**config.mk**
```make
export PLATFORM = sky130hd
export DESIGN_NAME = tgr_front
export DESIGN_NICKNAME = d
export VERILOG_FILES = /design/src/design/tgr_pkg.sv /design/src/design/tgr_front.sv
export SDC_FILE = /design/constraint.sdc
export NUM_CORES = 1
export LEC_CHECK = 0
export ABC_AREA = 1
export BUFFER_PORTS_ARGS = -buffer_cell sky130_fd_sc_hd__buf_2
export CORE_MARGIN = 1.5
export CORE_UTILIZATION = 25
export CTS_BUF_LIST = sky130_fd_sc_hd__clkbuf_4 sky130_fd_sc_hd__clkbuf_8
export DETAILED_ROUTE_END_ITERATION = 8
export GPL_TIMING_DRIVEN = 0
export PLACE_DENSITY = 0.54
export SKIP_LAST_GASP = 1
export SLEW_MARGIN = 10
export SYNTH_ARGS = -nofsm -noshare
export SYNTH_HDL_FRONTEND = slang
export SYNTH_SLANG_ARGS = --single-unit
```
**constraint.sdc**
```tcl
create_clock -name clk -period 2.5 [get_ports clk]
set_clock_uncertainty 0.2 [all_clocks]
set_input_delay 0.5 -clock clk [delete_from_list [all_inputs] [get_ports clk]]
set_output_delay 0.5 -clock clk [all_outputs]
set_load 0.005 [all_outputs]
```
**src/design/tgr_pkg.sv**
```systemverilog
// Shared types and constants for the text glyph row renderer.
// No dependencies; the top level, front end and back end import this package.
`timescale 1ns / 1ps

package tgr_pkg;

	// Field widths
	localparam int GDIM_W     = 5;   // glyph width / height
	localparam int CUR_W      = 13;  // cursor column / row
	localparam int SDIM_W     = 13;  // screen width / height
	localparam int PITCH_W    = 14;  // line stride in words
	localparam int WADDR_W    = 26;  // framebuffer word offset
	localparam int ROW_W      = 16;  // glyph row pixels
	localparam int CFG_IDX_W  = 3;
	localparam int CFG_DATA_W = 14;

	// Configuration register indexes
	localparam logic [CFG_IDX_W-1:0] REG_SCREEN_WIDTH  = 3'd0;
	localparam logic [CFG_IDX_W-1:0] REG_SCREEN_HEIGHT = 3'd1;
	localparam logic [CFG_IDX_W-1:0] REG_PITCH_WORDS   = 3'd2;
	localparam logic [CFG_IDX_W-1:0] REG_GLYPH_WIDTH   = 3'd3;
	localparam logic [CFG_IDX_W-1:0] REG_GLYPH_HEIGHT  = 3'd4;

	localparam logic [7:0]       NEWLINE_CODE = 8'h0A;
	localparam logic [CUR_W-1:0] CURSOR_MAX   = 13'h1FFF;

	// Input word
	typedef struct packed {
		logic             cmd;
		logic [7:0]       char_code;
		logic [3:0]       glyph_row;
		logic [ROW_W-1:0] row_bits;
	} tgr_item_t;

	// Result word
	typedef struct packed {
		logic [WADDR_W-1:0] word_address;
		logic [ROW_W-1:0]   pixel_bits;
		logic [ROW_W-1:0]   visible_mask;
		logic               last;
	} tgr_result_t;

	// Configuration register file
	typedef struct packed {
		logic [SDIM_W-1:0]  screen_width;
		logic [SDIM_W-1:0]  screen_height;
		logic [PITCH_W-1:0] pitch_words;
		logic [GDIM_W-1:0]  glyph_width;
		logic [GDIM_W-1:0]  glyph_height;
	} tgr_cfg_t;

	// Command classes produced by the front end
	typedef enum logic [1:0] {
		KIND_LOAD,
		KIND_NEWLINE,
		KIND_PRINT
	} tgr_kind_t;

	// Queued command (store address travels alongside)
	typedef struct packed {
		tgr_kind_t        kind;
		logic             blank;     // glyph code outside the store
		logic [ROW_W-1:0] row_bits;
	} tgr_cmd_t;

	// Back end sequencer states
	typedef enum logic {
		ST_IDLE,
		ST_ROWS
	} tgr_state_t;

endpackage

```
**src/design/tgr_front.sv**
```systemverilog
// Front end: classifies input words and queues them for the back end.
// Depends on tgr_pkg.
`timescale 1ns / 1ps

module tgr_front
	import tgr_pkg::*;
#(
	parameter int GLYPH_COUNT      = 256,
	parameter int MAX_GLYPH_HEIGHT = 16,
	parameter int AW               = 12
) (
	input  logic          clk,
	input  logic          arst_n,
	input  logic          push,
	output logic          full,
	input  tgr_item_t     item,
	output logic          head_valid,
	output tgr_cmd_t      head,
	output logic [AW-1:0] head_addr,
	input  logic          deq
);

	localparam int PRODW = 8 + $clog2(MAX_GLYPH_HEIGHT + 1);

	logic             in_store;
	logic             row_ok;
	logic             drop;
	logic             enq;
	logic [PRODW-1:0] glyph_base;
	tgr_cmd_t         cls;
	logic [AW-1:0]    cls_addr;

	tgr_cmd_t      q_cmd_q  [2];
	logic [AW-1:0] q_addr_q [2];
	logic          wp_q;
	logic          rp_q;
	logic [1:0]    cnt_q;

	// Classify the incoming word and form its store address
	always_comb begin
		in_store   = int'(item.char_code) < GLYPH_COUNT;
		row_ok     = int'(item.glyph_row) < MAX_GLYPH_HEIGHT;
		glyph_base = PRODW'(item.char_code) * PRODW'(MAX_GLYPH_HEIGHT);
		cls.row_bits = item.row_bits;
		cls.blank    = !in_store;
		if (item.cmd) begin
			cls.kind = KIND_LOAD;
			cls_addr = AW'(glyph_base + PRODW'(item.glyph_row));
		end else if (item.char_code == NEWLINE_CODE) begin
			cls.kind = KIND_NEWLINE;
			cls_addr = AW'(glyph_base);
		end else begin
			cls.kind = KIND_PRINT;
			cls_addr = AW'(glyph_base);
		end
		// loads outside the store are dropped here
		drop = item.cmd && !(in_store && row_ok);
	end

	assign full       = (cnt_q == 2'd2);
	assign enq        = push && !full && !drop;
	assign head_valid = (cnt_q != 2'd0);
	assign head       = q_cmd_q[rp_q];
	assign head_addr  = q_addr_q[rp_q];

	// Two-entry command queue: pointers
	always_ff @(posedge clk or negedge arst_n) begin
		if (!arst_n) begin
			wp_q  <= 1'b0;
			rp_q  <= 1'b0;
			cnt_q <= 2'd0;
		end else begin
			if (enq) begin
				wp_q <= !wp_q;
			end
			if (deq) begin
				rp_q <= !rp_q;
			end
			cnt_q <= cnt_q + 2'(enq) - 2'(deq);
		end
	end

	// Command queue: storage
	always_ff @(posedge clk) begin
		if (enq) begin
			q_cmd_q[wp_q]  <= cls;
			q_addr_q[wp_q] <= cls_addr;
		end
	end

endmodule

```
# == Yosys cells after proc, flatten, opt, wreduce, memory -nomap -nowiden ==
# Memories as Yosys holds them, arrays and structs flattened.
# Index checks and enable logic that the tools add are counted.
# Widths: inputs -> output; s select.
# totals
reg_bits,4
ramBits,60
output_inout_bits,33
n_memories,2
# memory_table
name,depth,width,rd,rd_clocked_by_memory_dff,write_ports,line,source
q_cmd_q,2,18,1,0,1,tgr_front.sv:33,tgr_cmd_t q_cmd_q [2];
q_addr_q,2,12,1,0,1,tgr_front.sv:34,logic [AW-1:0] q_addr_q [2];
# op_classes
add_sub_neg,3
eq_ne,2
mux,5
n_reduce_logical,5
# ops
cell,n
$add 12x4->12,1
$mux 12,1
$eq 8x4->1 const B,1
$mux 2,2
$logic_not 1->1,3
$add 2x1->2,1
$eq 2x2->1 const B,1
$mux 1,2
$reduce_bool 2->1,1
$sub 2x1->2,1
$logic_and 1x1->1,1

# == Depth between registers and ports, before layout ==
# logic_depth
word_depth,5
mapped_depth,8
mapped_depth_nobuf,8

# == Worst setup path after synthesis ==
# OpenSTA, ideal clock, no wires.
# synth_path
kind,in2reg
start,input push
end,memory q_addr_q[1][0] (enable)
setup_ns,0.418
t_arrival_ns,1.894
required_time_ns,1.882
path_slack_ns,-0.012
cell_stages,2
cell_sequence,nand2_1 nor2_1
# synth_between
elab_chain_cells,3
# synth_rtl
item,line,source
from (decl),tgr_front.sv:14,"input logic push,"
$logic_and 1x1->1,tgr_front.sv:61,assign enq = push && !full && !drop;
$mux 1,tgr_front.sv:85,if (enq) begin
$mux 1 (implied by the code),tgr_front.sv:87,q_addr_q[wp_q] <= cls_addr;
to (decl),tgr_front.sv:34,
# Every way passes these cells.

# == Worst setup path in the final report ==
# layout_path
start,register rp_q
end,output head_addr[9]
# layout_between
elab_chain_cells,1
# layout_rtl
item,line,source
from (decl),tgr_front.sv:36,logic rp_q;
from (signal assigned),tgr_front.sv:77,rp_q <= !rp_q;
$mem_v2 2x12,-,
to (decl),tgr_front.sv:19,"output logic [AW-1:0] head_addr,"
# Every way passes these cells.

==> results.ini <==
[worst_setup_path]
cp-start-kind = flop
worstSetupPathType = reg -> out
critPathCaptureType = primary output
critPathRequiredTime_ns = 1.80
crit_arrival_ns = 1.45
crit_fanout = 10

[place]
gp_congestion = 0.650
io_buffers = 64
place_hpwl_mm = 3.03

[sta]
fmax_mhz = 466
fin_crit_sh = 0.859
slew_headroom = 0.656
rsz0062_at_grt = false
drv_slew = 0
tightest_slew_ns = 0.514
setup_violations = 0
finalSetupTns_ns = 0
fin_crit_ns = 2.15
final_hold_viol_count = 0

[detailed_routing]
drt_iter0_markers = 18
finalWirelength_mm = 4.48
via_per_inst = 3.85
wire_per_inst_microns = 12.3
ant_nets = 0
drc = 0
vias = 1405
drt_first_pass_iters = 3

[cells_and_area]
nets = 262
regArea_sq_mm = 0.00190
areaGrowthSynthToFinish_pct = 30.5
antenna_cells = 0
fill_cells = 997
multi_input_area_sq_um = 522
layout_common_cells = buf_2, edfxtp_1, mux2_2, nand2_1, inv_1
final_layout_size_suffix_gt1_frac = 0.496
layout_commonest_cell = buf_2

[synth]
synth-seq-cells = 64
syn-mean-instance-area_sq_um = 16.7
yosysWarningCount = 0
ys_seq_area_frac = 0.760
synthesis.area_sq_mm = 0.00250
netlist_instances = 150
yosys.cell_types.count = 14
syn_nets = 184

[floorplanning]
die_w_microns = 103
start_util = 0.257
io_pins = 66
die-area_sq_mm = 0.0106
row_count = 36
core_sq_mm = 0.00973
die_h_microns = 103

[power]
total_power_mw = 3.53
p_leak_nw = 1.30
ir_worst_vdd_v = 0.000296
p_per_area_mw_per_mm2 = 1080

[global_route]
grt_max_degree = 23
grt_usage = 0.0879
grt_pass1_wl_mm = 6.57
overflow = 0
antenna_found_initial = 0
grt_pass1_vias = 1297

[clock_tree]
cts_htree_levels = 3
numCtsBuffers = 9
numClockSinks = 64
post_cts_buffers = 0
path_clk_slew_ns = 0.07
clk_latency_ns = 0.33
cts_buffer_depth = 2
root_buffer = clkbuf_8
cts_tree = built

[min_path]
hold_class = in -> reg

[run]
max-cap-violations = 0

[outcome]
status = completed

## layout make-up
| class | count | share of cell area |
|---|---|---|
| Sequential cell | 64 | 0.582 |
| Multi-Input combinational cell | 68 | 0.160 |
| Timing Repair Buffer | 67 | 0.116 |
| Tap cell | 133 | 0.0510 |
| Clock buffer | 10 | 0.0402 |
| Clock inverter | 5 | 0.0222 |
| Inverter | 14 | 0.0161 |
| Buffer | 4 | 0.0126 |
## registers in the layout (all words and copies together), names as in the netlist
| name | cells |
|---|---|
| q_addr_q | 24 |
| wp_q | 1 |
| q_cmd_q | 36 |
| cnt_q | 2 |
| rp_q | 1 |
## worst max-delay path, cell delays in order (launching register included)
cell     delay, ns
dfrtp_1       0.44
buf_6         0.19
mux2_2        0.36
buf_2         0.13
## what timing repair did
item / CTS / global route
gates resized for setup: 0 / 0
hold buffers: 1 / 0
hold endpoints to repair: 4 / 0
## metal layers
layer / vias to the layer above / global-route usage / routed length, microns
li1: 688 / - / -
met2: 46 / 0.140 / 2160
met3: 10 / 0.0346 / 313
met4: 0 / 0.0561 / 97
met1: 661 / 0.0988 / 1920
met5: - / 0 / 0
## synth_stat cells
master / number / share of area
a21oi_1: 1 / 0.0020
and2_1: 1 / 0.0025
buf_4: 1 / 0.0030
buf_6: 3 / 0.013
conb_1: 1 / 0.0015
dfrtp_1: 4 / 0.040
edfxtp_1: 60 / 0.72
ha_1: 1 / 0.0050
inv_1: 14 / 0.021
mux2_2: 30 / 0.13
nand2_1: 16 / 0.024
nand3_1: 3 / 0.0060
nor2_1: 13 / 0.020
xor2_1: 2 / 0.0070
## path summary, 6_finish.rpt
| check | startpoint | slack [ns] | to | cells past startpoint |
|---|---|---|---|---|
| worst min-delay path | item[2] | 0.15 | q_cmd_q[1][2] | 1 |
| max in group asynchronous | arst_n | 1.67 | wp_q | 2 |
| min in group asynchronous | arst_n | 0.30 | rp_q | 2 |
| worst max-delay path | rp_q | 0.35 | head_addr[9] | 3 |
| worst min register to register | wp_q | 0.38 | wp_q | 2 |
| worst max register to register | cnt_q[1] | 0.65 | q_cmd_q[0][15] | 4 |
## stage by stage
stage	worst slack, ns	utilization	area (sq um)	hold slack (ns)	instances
finish	0.353	0.336	3270	0.155	365
global route	0.262	0.336	3270	0.134	365
CTS	0.295	0.336	3270	0.125	365
detailed placement	0.524	0.314	3050	0.116	349
global placement	-1.07	0.307	2990	0.117	347
floorplan	0.00458	-	2500	0.00441	150
## report_power, final
group	internal (mW)	total [mW]	switching, mW
clock network	0.559	0.927	0.368
logic	0.545	1.06	0.517
registers	1.47	1.54	0.0689
total	2.57	3.53	0.954
## cell families after synthesis
logic type / share of synthesized area
xor gates and xnor gates: 0.00700
and+or+nand+nor: 0.0520
buffers and inverters: 0.0375
DFF: 0.760
muxes: 0.135
AOI/OAI and AO/OA: 0.00200
adders and majority gates: 0.00500
other: 0.00150
(Power assumes the default switching activity.)
